**src/clsr_pkg.sv**
```systemverilog
`default_nettype none

package clsr_pkg;

    localparam logic [30:0] MOD_A     = 31'd2147483563;
    localparam logic [30:0] MOD_B     = 31'd2147483399;
    localparam logic [15:0] MUL_A     = 16'd40014;
    localparam logic [15:0] MUL_B     = 16'd40692;
    // 2^31 minus each modulus
    localparam logic [7:0]  FOLD_A    = 8'd85;
    localparam logic [7:0]  FOLD_B    = 8'd249;
    localparam logic [30:0] WRAP_TOP  = 31'd2147483562;
    localparam logic [30:0] SEED_B    = 31'd123456789;
    localparam logic [7:0]  FRAC_MUL  = 8'd170;
    localparam logic [31:0] FRAC_CEIL = 32'd4294966780;

    typedef struct packed {
        logic load;
        logic mul;
        logic ri_red;
        logic dr_red;
        logic rd;
        logic emit;
    } t_cmd;

    typedef struct packed {
        logic need_reinit;
        logic cnt_zero;
        logic emit_ok;
    } t_sts;

endpackage

`default_nettype wire

```
**src/clsr_in_if.sv**
```systemverilog
`default_nettype none

interface clsr_in_if;
    logic               valid;
    logic               ready;
    logic               mode;
    logic signed [31:0] seed;

    modport source (output valid, output mode, output seed, input ready);
    modport sink   (input valid, input mode, input seed, output ready);
endinterface

`default_nettype wire

```
**src/clsr_out_if.sv**
```systemverilog
`default_nettype none

interface clsr_out_if;
    logic        valid;
    logic        ready;
    logic [30:0] raw_value;
    logic [31:0] fraction_q32;

    modport source (output valid, output raw_value, output fraction_q32, input ready);
    modport sink   (input valid, input raw_value, input fraction_q32, output ready);
endinterface

`default_nettype wire

```
**src/clsr_ctrl.sv**
```systemverilog
`default_nettype none

module clsr_ctrl (
    input  wire logic          i_clk,
    input  wire logic          i_rst_n,
    input  wire logic          i_in_valid,
    output logic               o_in_ready,
    input  wire clsr_pkg::t_sts i_sts,
    output clsr_pkg::t_cmd     o_cmd
);
    import clsr_pkg::*;

    localparam logic [2:0] S_IDLE   = 3'd0;
    localparam logic [2:0] S_RI_MUL = 3'd1;
    localparam logic [2:0] S_RI_RED = 3'd2;
    localparam logic [2:0] S_D_MUL  = 3'd3;
    localparam logic [2:0] S_D_RED  = 3'd4;
    localparam logic [2:0] S_D_RD   = 3'd5;
    localparam logic [2:0] S_D_Y    = 3'd6;

    logic [2:0] r_state;
    logic [2:0] n_state;

    assign o_in_ready = (r_state == S_IDLE);

    always_comb begin
        n_state = r_state;
        o_cmd   = '0;
        case (r_state)
            S_IDLE: begin
                if (i_in_valid) begin
                    o_cmd.load = 1'b1;
                    n_state    = i_sts.need_reinit ? S_RI_MUL : S_D_RED;
                end
            end
            S_RI_MUL: begin
                o_cmd.mul = 1'b1;
                n_state   = S_RI_RED;
            end
            S_RI_RED: begin
                o_cmd.ri_red = 1'b1;
                n_state      = i_sts.cnt_zero ? S_D_MUL : S_RI_MUL;
            end
            S_D_MUL: begin
                o_cmd.mul = 1'b1;
                n_state   = S_D_RED;
            end
            S_D_RED: begin
                o_cmd.dr_red = 1'b1;
                n_state      = S_D_RD;
            end
            S_D_RD: begin
                o_cmd.rd = 1'b1;
                n_state  = S_D_Y;
            end
            S_D_Y: begin
                if (i_sts.emit_ok) begin
                    o_cmd.emit = 1'b1;
                    n_state    = S_IDLE;
                end
            end
            default: begin
                n_state = S_IDLE;
            end
        endcase
    end

    always_ff @(posedge i_clk) begin
        if (!i_rst_n) begin
            r_state <= S_IDLE;
        end else begin
            r_state <= n_state;
        end
    end

endmodule

`default_nettype wire

```
**src/clsr_dpath.sv**
```systemverilog
`default_nettype none

module clsr_dpath #(
    parameter int TABLE_DEPTH = 32
) (
    input  wire logic               i_clk,
    input  wire logic               i_rst_n,
    input  wire clsr_pkg::t_cmd     i_cmd,
    output clsr_pkg::t_sts          o_sts,
    input  wire logic               i_mode,
    input  wire logic signed [31:0] i_seed,
    output logic                    o_out_valid,
    input  wire logic               i_out_ready,
    output logic [30:0]             o_raw_value,
    output logic [31:0]             o_fraction_q32
);
    import clsr_pkg::*;

    localparam int IDX_W = (TABLE_DEPTH > 1) ? $clog2(TABLE_DEPTH) : 1;
    localparam int CNT_W = $clog2(TABLE_DEPTH + 8);
    localparam longint unsigned SLOT_DIV = 64'd1 + 64'(WRAP_TOP) / TABLE_DEPTH;
    localparam longint unsigned RECIP    = (64'd1 << 31) / SLOT_DIV;
    localparam int RCP_W = $clog2(RECIP + 1);
    localparam int QP_W  = 31 + RCP_W;
    localparam int QD_W  = 32 + RCP_W;

    function automatic logic [30:0] mod_fold(input logic [47:0] prod,
                                             input logic [7:0]  fold,
                                             input logic [30:0] modulus);
        logic [31:0] p1;
        p1 = 32'(prod[30:0]) + 32'(prod[47:31]) * 32'(fold);
        if (p1 >= 32'(modulus)) begin
            p1 = p1 - 32'(modulus);
        end
        return p1[30:0];
    endfunction

    logic [31:0]      r_first;
    logic [31:0]      r_second;
    logic [30:0]      r_last;
    logic [47:0]      r_prod_a;
    logic [47:0]      r_prod_b;
    logic [RCP_W-1:0] r_q0;
    logic [QD_W-1:0]  r_qd;
    logic [CNT_W-1:0] r_cnt;
    logic [30:0]      r_mem [TABLE_DEPTH];
    logic [30:0]      r_rd;
    logic             r_f1_v;
    logic [30:0]      r_f1_raw;
    logic [38:0]      r_f1_t;
    logic             r_out_v;
    logic [30:0]      r_out_raw;
    logic [31:0]      r_out_frac;

    logic [31:0]      in_val;
    logic [31:0]      mag;
    logic [31:0]      op_a;
    logic [30:0]      red_a;
    logic [30:0]      red_b;
    logic [QP_W-1:0]  q0_prod;
    logic [RCP_W:0]   q0_inc;
    logic             slot_up;
    logic [RCP_W:0]   slot_raw;
    logic [RCP_W:0]   slot_clip;
    logic [IDX_W-1:0] slot;
    logic             mem_we;
    logic [IDX_W-1:0] mem_wa;
    logic [30:0]      mem_wd;
    logic [32:0]      diff;
    logic [32:0]      y_wide;
    logic [30:0]      y;
    logic             f2_go;
    logic [7:0]       fq0;
    logic [31:0]      fr0;
    logic [7:0]       fq;
    logic [32:0]      fsum;
    logic [31:0]      frac;

    assign in_val = i_mode ? i_seed : r_first;
    assign mag    = (in_val == '0) ? 32'd1 : (~in_val + 32'd1);
    assign op_a   = i_cmd.load ? in_val : r_first;
    assign red_a  = mod_fold(r_prod_a, FOLD_A, MOD_A);
    assign red_b  = mod_fold(r_prod_b, FOLD_B, MOD_B);

    // table slot: reciprocal estimate then one correction
    assign q0_prod   = QP_W'(r_last) * QP_W'(RECIP);
    assign q0_inc    = {1'b0, r_q0} + (RCP_W + 1)'(1);
    assign slot_up   = (QD_W'(r_last) >= r_qd);
    assign slot_raw  = {1'b0, r_q0} + (RCP_W + 1)'(slot_up);
    assign slot_clip = (slot_raw > (RCP_W + 1)'(TABLE_DEPTH - 1)) ?
                       (RCP_W + 1)'(TABLE_DEPTH - 1) : slot_raw;
    assign slot      = slot_clip[IDX_W-1:0];

    assign mem_we = (i_cmd.ri_red && (r_cnt < CNT_W'(TABLE_DEPTH))) || i_cmd.rd;
    assign mem_wa = i_cmd.rd ? slot : r_cnt[IDX_W-1:0];
    assign mem_wd = i_cmd.rd ? r_first[30:0] : red_a;

    assign diff   = {2'b00, r_rd} - {1'b0, r_second};
    assign y_wide = (diff[32] || (diff == '0)) ? (diff + 33'(WRAP_TOP)) : diff;
    assign y      = y_wide[30:0];

    // fraction: floor(y * 2^32 / m) = 2y + floor(170y / m)
    assign f2_go = r_f1_v && (!r_out_v || i_out_ready);
    assign fq0   = r_f1_t[38:31];
    assign fr0   = 32'(r_f1_t[30:0]) + 32'(fq0) * 32'(FOLD_A);
    assign fq    = fq0 + 8'(fr0 >= 32'(MOD_A));
    assign fsum  = {1'b0, r_f1_raw, 1'b0} + 33'(fq);
    assign frac  = (fsum > 33'(FRAC_CEIL)) ? FRAC_CEIL : fsum[31:0];

    assign o_sts.need_reinit = in_val[31] || (in_val == '0);
    assign o_sts.cnt_zero    = (r_cnt == '0);
    assign o_sts.emit_ok     = !r_f1_v || f2_go;

    assign o_out_valid    = r_out_v;
    assign o_raw_value    = r_out_raw;
    assign o_fraction_q32 = r_out_frac;

    always_ff @(posedge i_clk) begin
        if (!i_rst_n) begin
            r_first  <= '0;
            r_second <= 32'(SEED_B);
            r_last   <= '0;
        end else begin
            if (i_cmd.load && o_sts.need_reinit) begin
                r_first  <= mag;
                r_second <= mag;
            end
            if (i_cmd.ri_red) begin
                r_first <= {1'b0, red_a};
                if (o_sts.cnt_zero) begin
                    r_last <= red_a;
                end
            end
            if (i_cmd.dr_red) begin
                r_first  <= {1'b0, red_a};
                r_second <= {1'b0, red_b};
            end
            if (i_cmd.emit) begin
                r_last <= y;
            end
        end
    end

    always_ff @(posedge i_clk) begin
        if (i_cmd.load || i_cmd.mul) begin
            r_prod_a <= 48'(MUL_A) * 48'(op_a);
            r_prod_b <= 48'(MUL_B) * 48'(r_second);
            r_q0     <= q0_prod[QP_W-1:31];
        end
        if (i_cmd.load) begin
            r_cnt <= CNT_W'(TABLE_DEPTH + 7);
        end else if (i_cmd.ri_red && !o_sts.cnt_zero) begin
            r_cnt <= r_cnt - CNT_W'(1);
        end
        if (i_cmd.dr_red) begin
            r_qd <= QD_W'(q0_inc) * QD_W'(SLOT_DIV);
        end
        if (i_cmd.emit) begin
            r_f1_raw <= y;
            r_f1_t   <= 39'(y) * 39'(FRAC_MUL);
        end
        if (f2_go) begin
            r_out_raw  <= r_f1_raw;
            r_out_frac <= frac;
        end
    end

    always_ff @(posedge i_clk) begin
        if (mem_we) begin
            r_mem[mem_wa] <= mem_wd;
        end
        if (i_cmd.rd) begin
            r_rd <= r_mem[slot];
        end
    end

    always_ff @(posedge i_clk) begin
        if (!i_rst_n) begin
            r_f1_v  <= 1'b0;
            r_out_v <= 1'b0;
        end else begin
            if (i_cmd.emit) begin
                r_f1_v <= 1'b1;
            end else if (f2_go) begin
                r_f1_v <= 1'b0;
            end
            if (f2_go) begin
                r_out_v <= 1'b1;
            end else if (i_out_ready) begin
                r_out_v <= 1'b0;
            end
        end
    end

endmodule

`default_nettype wire

```
**src/combined_lcg_shuffle_random.sv**
```systemverilog
`default_nettype none

// Combined random generator: two multiplicative congruential generators
// (multipliers 40014 and 40692) mixed through a TABLE_DEPTH-entry shuffle
// table. Each input item either draws the next number or loads a seed and
// then draws; every item gives one result item with the raw integer and
// its Q0.32 fraction of 2147483563. A normal draw passes through accept
// with both multiplies, reduction, table access and combine, which waits
// while the output pipeline is full; the fraction is finished in a
// two-stage output pipeline, so the next item can be accepted while a
// result is still being finished. A draw that finds the first generator
// zero or negative (always the first draw after reset unless it loads a
// positive seed) first reseeds and refills the table, stepping the first
// generator TABLE_DEPTH+8 times through its multiply and reduce loop.
module combined_lcg_shuffle_random #(
    parameter int TABLE_DEPTH = 32
) (
    input  wire logic   i_clk,
    input  wire logic   i_rst_n,
    clsr_in_if.sink     i_item,
    clsr_out_if.source  o_result
);
    import clsr_pkg::*;

    t_cmd cmd;
    t_sts sts;

    clsr_ctrl u_ctrl (
        .i_clk      (i_clk),
        .i_rst_n    (i_rst_n),
        .i_in_valid (i_item.valid),
        .o_in_ready (i_item.ready),
        .i_sts      (sts),
        .o_cmd      (cmd)
    );

    clsr_dpath #(
        .TABLE_DEPTH (TABLE_DEPTH)
    ) u_dpath (
        .i_clk          (i_clk),
        .i_rst_n        (i_rst_n),
        .i_cmd          (cmd),
        .o_sts          (sts),
        .i_mode         (i_item.mode),
        .i_seed         (i_item.seed),
        .o_out_valid    (o_result.valid),
        .i_out_ready    (o_result.ready),
        .o_raw_value    (o_result.raw_value),
        .o_fraction_q32 (o_result.fraction_q32)
    );

endmodule

`default_nettype wire

```
**src/flat_wrapper.sv**
```systemverilog
// flat-port wrapper written by rule: the top's interface ports become plain ports
module combined_lcg_shuffle_random_flat import clsr_pkg::*;
#(
    parameter int TABLE_DEPTH = 32
)
  (i_clk, i_rst_n, i_item_valid, i_item_mode, i_item_seed, i_item_ready, o_result_valid, o_result_raw_value, o_result_fraction_q32, o_result_ready);
  clsr_in_if i_item_i ();
  clsr_out_if o_result_i ();
  input  wire logic i_clk;
  input  wire logic i_rst_n;
  input wire logic [$bits(i_item_i.valid)-1:0] i_item_valid;
  input wire logic [$bits(i_item_i.mode)-1:0] i_item_mode;
  input wire logic [$bits(i_item_i.seed)-1:0] i_item_seed;
  output wire logic [$bits(i_item_i.ready)-1:0] i_item_ready;
  output wire logic [$bits(o_result_i.valid)-1:0] o_result_valid;
  output wire logic [$bits(o_result_i.raw_value)-1:0] o_result_raw_value;
  output wire logic [$bits(o_result_i.fraction_q32)-1:0] o_result_fraction_q32;
  input wire logic [$bits(o_result_i.ready)-1:0] o_result_ready;
  assign i_item_i.valid = i_item_valid;
  assign i_item_i.mode = i_item_mode;
  assign i_item_i.seed = i_item_seed;
  assign i_item_ready = i_item_i.ready;
  assign o_result_valid = o_result_i.valid;
  assign o_result_raw_value = o_result_i.raw_value;
  assign o_result_fraction_q32 = o_result_i.fraction_q32;
  assign o_result_i.ready = o_result_ready;
  combined_lcg_shuffle_random #(.TABLE_DEPTH(TABLE_DEPTH)) u_core (.i_clk(i_clk), .i_rst_n(i_rst_n), .i_item(i_item_i), .o_result(o_result_i));
endmodule
```
**config.mk**
```make
export PLATFORM = sky130hd
export DESIGN_NAME = combined_lcg_shuffle_random_flat
export DESIGN_NICKNAME = d
export VERILOG_FILES = /design/src/clsr_pkg.sv /design/src/clsr_in_if.sv /design/src/clsr_out_if.sv /design/src/clsr_ctrl.sv /design/src/clsr_dpath.sv /design/src/combined_lcg_shuffle_random.sv /design/src/flat_wrapper.sv
export SDC_FILE = /design/constraint.sdc
export NUM_CORES = 2
export LEC_CHECK = 0
export ABC_AREA = 1
export BUFFER_PORTS_ARGS = -buffer_cell sky130_fd_sc_hd__buf_2
export CELL_PAD_IN_SITES_DETAIL_PLACEMENT = 1
export CELL_PAD_IN_SITES_GLOBAL_PLACEMENT = 2
export CORE_MARGIN = 2
export CORE_UTILIZATION = 40
export CTS_CLUSTER_DIAMETER = 150
export DETAILED_ROUTE_END_ITERATION = 7
export PLACE_DENSITY = 0.82
export SLEW_MARGIN = 20
export SYNTH_ARGS = -nofsm -noshare
export SYNTH_HDL_FRONTEND = slang
export SYNTH_HIERARCHICAL = 1
export SYNTH_SLANG_ARGS = --single-unit
```
**constraint.sdc**
```tcl
create_clock -name i_clk -period 11.18 [get_ports i_clk]
set_input_delay 1.118 -clock i_clk [delete_from_list [all_inputs] [get_ports i_clk]]
set_output_delay 1.118 -clock i_clk [all_outputs]
set_load 0.005 [all_outputs]
```
# --- Yosys cells after proc, flatten, opt, wreduce, memory -nomap -nowiden ---
# Memory sizes are Yosys's and may differ from the RTL's. A register that Yosys moved wholly into a read port is not among the register bits.
# Index checks and enable logic that the tools add are counted.
word_totals:
  mem_bits_rw: 992
  input_bits: 37
  mem_count: 1
  out_inout_bits: 65
  regBits: 368
classes:
  n_mul: 7
  n_mux: 36
  addsub: 13
  n_eq_ne: 8
  reduce_logical: 28
  n_lt_le_gt_ge: 7
  bitwise_logic: 2
mem_list:
  columns: ["name", "depth", "width", "rd", "rd_ports_with_merged_regs", "write_ports", "line", "text"]
  rows:
  - ["u_core.u_dpath.r_mem", 32, 31, 1, 1, 1, "clsr_dpath.sv:46", "logic [30:0] r_mem [TABLE_DEPTH];"]
ops:
  columns: ["op", "n"]
  rows:
  - ["two-way mux 31 bit", 12]
  - [">= comparator 32 x 31 -> 1 bit (second input constant)", 3]
  - ["two-way mux 32 bit", 3]
  - ["subtractor 31 bit (second input constant)", 2]
  - ["multiplier 15 x 32 -> 47 bit (first input constant)", 1]
  - ["multiplier 14 x 32 -> 46 bit (first input constant)", 1]
  - ["multiplier 31 x 7 -> 38 bit (second input constant)", 1]
  - ["adder 32 x 8 -> 33 bit", 1]
  - [">= comparator 31 x 33 -> 1 bit", 1]
  - ["> comparator 33 x 32 -> 1 bit (second input constant)", 1]
  - ["zero test 33 bit", 1]
  - ["subtractor 31 x 32 -> 33 bit", 1]
  - ["adder 31 x 15 -> 32 bit", 1]
  - ["adder 31 x 24 -> 32 bit", 1]
  - ["adder 31 x 25 -> 32 bit", 1]
  - ["adder 32 x 1 -> 32 bit (second input constant)", 1]
  - ["zero test 32 bit", 1]
  - ["inverter 32 bit", 1]
  - ["adder 31 bit (second input constant)", 1]
  - ["multiplier 6 x 25 -> 31 bit (second input constant)", 1]
  - ["multiplier 17 x 8 -> 25 bit (second input constant)", 1]
  - ["multiplier 17 x 7 -> 24 bit (second input constant)", 1]
  - ["case mux 3 bit (7 select lines)", 1]
  - ["multiplier 8 x 7 -> 15 bit (second input constant)", 1]
  - ["26 further kinds", 61]

# --- Longest topological paths before layout ---
depth:
  depth_word: 8
  ltp_mapped: 50
  depth_no_buf: 48

# --- By module ---
# Netlist, hierarchy kept.
by_module_without_submodules:
  columns: ["mod", "area_per_inst_um2", "cells_each", "instances"]
  rows:
  - ["clsr_dpath", 92969.2, 9766, 1]
  - ["clsr_ctrl", 234.0, 39, 1]

# --- Worst setup path before layout ---
# OpenSTA, ideal clock, no wires.
synth_path:
  path_type: "reg2reg"
  start: "register u_core.u_dpath.r_f1_t[34]"
  end: "register u_core.u_dpath.r_out_frac[22] (netlist: u_core/u_dpath/o_fraction_q32[22]) (data pin)"
  required_ns: 10.920
  stages_incl_launch_ff: 47
  path_buffers: 2
  slack_ns: 3.764
  arrival_ns: 7.156
  path_cell_list: "edfxtp_1 -> ha_1 -> fa_1 -> fa_1 -> inv_1 -> fa_1 -> inv_1 -> ha_1 -> nand2_1 -> nor2_1 -> nand2_1 -> nand3_1 -> nand2_1 -> nand2_1 -> nand3_1 -> nand2_1 -> a21oi_1 -> nor2_1 -> [... 11 more ...] -> fa_1 -> o21ai_1 -> nand2_1 -> nand2_1 -> nand2_1 -> nor2_1 -> nand2_1 -> nor2_1 -> nand2_1 -> xor2_1 -> nor2_1 -> nand2_1 -> nor2_1 -> nand3_1 -> nand2_1 -> buf_2 -> buf_2 -> nand2_1"
synth_via:
  elab_chain_cells: 6
synth_lines:
  columns: ["item", "line", "text"]
  rows:
  - ["from (decl)", "clsr_dpath.sv:50", "logic [38:0] r_f1_t;"]
  - ["from (signal assigned)", "clsr_dpath.sv:160", "r_f1_t <= 39'(y) * 39'(FRAC_MUL);"]
  - ["multiplier 8 x 7 -> 15 bit", "clsr_dpath.sv:105", "assign fr0 = 32'(r_f1_t[30:0]) + 32'(fq0) * 32'(FOLD_A);"]
  - ["adder 31 x 15 -> 32 bit", "clsr_dpath.sv:105", null]
  - [">= comparator 32 x 31 -> 1 bit", "clsr_dpath.sv:106", "assign fq = fq0 + 8'(fr0 >= 32'(MOD_A));"]
  - ["adder 8 x 1 -> 8 bit *", "clsr_dpath.sv:106", null]
  - ["adder 32 x 8 -> 33 bit *", "clsr_dpath.sv:107", "assign fsum = {1'b0, r_f1_raw, 1'b0} + 33'(fq);"]
  - ["> comparator 33 x 32 -> 1 bit", "clsr_dpath.sv:108", "assign frac = (fsum > 33'(FRAC_CEIL)) ? FRAC_CEIL : fsum[31:0];"]
  - ["to (signal assigned)", "clsr_dpath.sv:164", "r_out_frac <= frac;"]
  - ["to (decl)", "clsr_dpath.sv:53", "logic [31:0] r_out_frac;"]
# Mark *: on every way between the ends. The rest lies on a longest branch, timed or not.
# A chain may end at the register's enable or synchronous reset.

# --- Final worst setup path ---
layout_path:
  start: "register u_core.u_dpath.r_second[3]"
  end: "register u_core.u_dpath.r_f1_t[38] (data pin)"
layout_via:
  elab_chain_cells: 5
  elab_cells_between_ends: 6
  cone_classes: "add/sub (2); mul (1); mux (1); reduce/logical (2)"
layout_lines:
  columns: ["item", "line", "text"]
  rows:
  - ["from (decl)", "clsr_dpath.sv:39", "logic [31:0] r_second;"]
  - ["from (signal assigned)", "clsr_dpath.sv:121", "r_second <= 32'(SEED_B);"]
  - ["from (signal assigned)", "clsr_dpath.sv:126", "r_second <= mag;"]
  - ["from (signal assigned)", "clsr_dpath.sv:136", "r_second <= {1'b0, red_b};"]
  - ["subtractor 31 x 32 -> 33 bit *", "clsr_dpath.sv:98", "assign diff = {2'b00, r_rd} - {1'b0, r_second};"]
  - ["branches (longest 2 deep; another with adder 31 bit)", null, null]
  - ["two-way mux 31 bit *", "clsr_dpath.sv:99", "assign y_wide = (diff[32] || (diff == '0)) ? (diff + 33'(WRAP_TOP)) : diff;"]
  - ["via u_core.u_dpath.y_wide[20]", "clsr_dpath.sv:70", "logic [32:0] y_wide;"]
  - ["multiplier 31 x 7 -> 38 bit *", "clsr_dpath.sv:160", null]
# Mark *: on every way through the listed nets, which the timed path passes.

==> flow_summary.toml <==
[synth]
synth_top_family_by_area = "adder cells"
synthXorXnorAreaFrac_pct = 2.114
synth.area.top_cells = "edfxtp_1 41%, fa_1 12%, ha_1 9.5%, nand2_1 6.4%, inv_1 6.3%"
netlist_area_um2 = 93200
synthSimpleGateAreaFrac_pct = 14.53
synth-seq-area-share_pct = 43.55
synth-edff-count = 1281
synthAdderAreaFrac_pct = 21.51
syn-instance-count = 9805
yosys_warnings = 6
syn_area_per_cell_um2 = 9.506
synth_cell_type_count = 63
ys_top_cells_by_count = "1587 x nand2_1, 1565 x inv_1, 1281 x edfxtp_1"
yosysTopAreaCellShare_pct = 41.27
ys_ff_latch = 1387
synthArstFlopShare_pct = 0
synth_flop_cell = "edfxtp_1"
synth_largest_area_cell = "edfxtp_1"
syn-num-nets = 11110
yosysMostFrequentCell = "nand2_1"
synth_mux_area_share_pct = 0.03222
synth_compound_area_share_pct = 10.56

[final_layout]
ff_latch_area_um2 = 40590
fin_nets = 11190
drive_gt1_share_pct = 5.814
syn_to_final_growth_pct = 10.29
stdcell_area_um2 = 102800
final.fill_count = 26330
fin_util_pct = 44.29
multi_input_area_um2 = 45970

[routing]
drcViolationCount = 0
post_drt_wl_per_cell_um = 24.63
wirelength_um = 321600
firstDrtPassIters = 5
postRouteAntennaNets = 0
vias = 71430
vias_per_cell = 5.469
first_iter_violations = 5020

[timing]
rsz0062_at_grt = "no"
tightest_slew_ns = 1.167
clock_skew_ns = 0.06783
finalCritPeriodShare_pct = 81.56
setup_violations = 0
finalHoldViolations = 0
fmax_mhz = 109.7
tns_ns = 0
max_slew_margin_pct = 22.19
min_period_ns = 9.118
drv_slew = 0

[floorplanning]
core_um2 = 232100
dieArea_um2 = 236900
start_util_pct = 40.16
num_io_pins = 102
fp.dieW_um = 486.7
rows = 177
die_h_um = 486.7

[hold_path]
hold_class = "reg -> reg"
min_path_cells = 2

[run_status]
status = "finished, final reports clean"

[global_routing]
antenna_found_initial = 10
grt_usage_pct = 27.15
grt_first_pass_wirelength_um = 484200
grt_pass1_vias = 76490
grt-ovfl-total = 0
grt_max_degree = 151

[clocking]
cts_tree = "built"
ctsHoldBuffers = 0
cts_resized = 0
root_buffer = "clkbuf_16"
clk_latency_ns = 0.85
path_clk_slew_ns = 0.07
cts_buffers = 152
clockBufferDepth = 3
cts.sinks = 1387
post_cts_buffers = 0
htree_levels = 4

[critical_path]
crit_path_frequent_cell = "nand2_1"
worstRegToRegCells = 38
slowest_stage = "dfxtp_1"
crit_required_ns = 11.75
endpoint_kind = "register"
crit_path_start_kind = "register"
crit_fanout = 26
path_depth = 38
critical_path_arrival_ns = 9.69
critPathMaxStageDelay_ns = 0.72
worstSetupPathType = "reg -> reg"
critPathTopFamily = "simple AND/OR/NAND/NOR gates"
crit_buf_inv = 8

[placed_design]
io_buffer_count = 101
detailed_place_hpwl_um = 239100
routabilityCongestion = 0.9076
postPlaceCellArea_um2 = 97800

[flow_run]
max_cap_violations = 0
[sequential cells by signal, indices dropped and copies added, names as in the netlist, 32 cells and up]
name	flops
u_core/u_dpath/r_prod_b	46
u_core/u_dpath/r_first	32
u_core/u_dpath/r_second	32
u_core/u_dpath/r_prod_a	47
u_core/u_dpath/o_fraction_q32	32
u_core/u_dpath/r_mem	992
u_core/u_dpath/r_f1_t	36
[worst reg2reg max path: cells and delay by family (launching register included)]
family	cells	cell delay (ns)
adder cells (fa/ha/maj)	6	2.37
AND/OR/NAND/NOR	17	2.97
buffers and inverters	8	1.27
flip-flops	1	0.72
AO/OA/AOI/OAI	6	1.42
XOR/XNOR	1	0.14
[final timing paths]
path / startpoint / slack [ns] / to
setup reg to reg: u_core/u_dpath/r_second[3]$_SDFFE_PN0P_ / 2.06 / u_core/u_dpath/r_f1_t[38]$_DFFE_PP_
hold / removal: u_core/u_dpath/r_first[2]$_SDFFE_PN0P_ / 0.48 / u_core/u_dpath/r_first[2]$_SDFFE_PN0P_
setup / recovery: u_core/u_dpath/r_second[3]$_SDFFE_PN0P_ / 2.06 / u_core/u_dpath/r_f1_t[38]$_DFFE_PP_
hold reg to reg: u_core/u_dpath/r_first[2]$_SDFFE_PN0P_ / 0.48 / u_core/u_dpath/r_first[2]$_SDFFE_PN0P_
[kinds of logic after synthesis]
kind of cell,count (synthesis)
and+or+nand+nor,3298
xor gates and xnor gates,225
buffers and inverters,1883
AOI/OAI and AO/OA,1743
muxes,3
DFF,1387
adders and majority gates,1266
[layout by cell type (no fill, tap or decap), types with 58 or more instances in the layout]
| master | n |
|---|---|
| buf_4 | 114 |
| nor2_1 | 1011 |
| inv_1 | 1561 |
| ha_1 | 705 |
| nand3_1 | 399 |
| o21ai_0 | 764 |
| nand4_1 | 91 |
| o211ai_1 | 58 |
| o22a_1 | 74 |
| buf_2 | 101 |
| o22ai_1 | 126 |
| a21oi_1 | 380 |
| edfxtp_1 | 1281 |
| clkbuf_16 | 152 |
| o21ai_1 | 126 |
| nor3_1 | 64 |
| xor2_1 | 155 |
| fa_1 | 561 |
| nand2_1 | 1586 |
| dfxtp_1 | 106 |
| xnor2_1 | 70 |
[routing by layer]
layer / routed length [µm] / up-vias / global-route usage [%]
met5: 24 / - / 0
met4: 8893 / 4 / 7.467
met3: 13830 / 373 / 2.679
met2: 157800 / 1631 / 47.00
met1: 141100 / 36460 / 36.18
li1: - / 32960 / -
[through the flow]
stage,hold slack (ns),instances,worst slack [ns]
floorplan,0.4334,9805,3.764
global route,0.5192,13060,1.221
global placement,0.4549,12780,2.093
detailed placement,0.4635,12780,2.082
finish,0.4793,13060,2.062
CTS,0.4736,13050,2.075
[final cells by class]
cell class                 instances  share of cell area (%)
clock inverter                    89                  0.9494
timing repair buffer             220                   1.429
inverter                        1593                   5.832
clock buffer                     187                   3.857
multi-input combinational       6535                   44.73
tap                             3043                   3.704
sequential                      1387                   39.49
antenna                            6                 0.01461
Power is left out: the tool's default activity adds up to more than one toggle a clock period on the data nets, which glitch-free logic cannot reach.
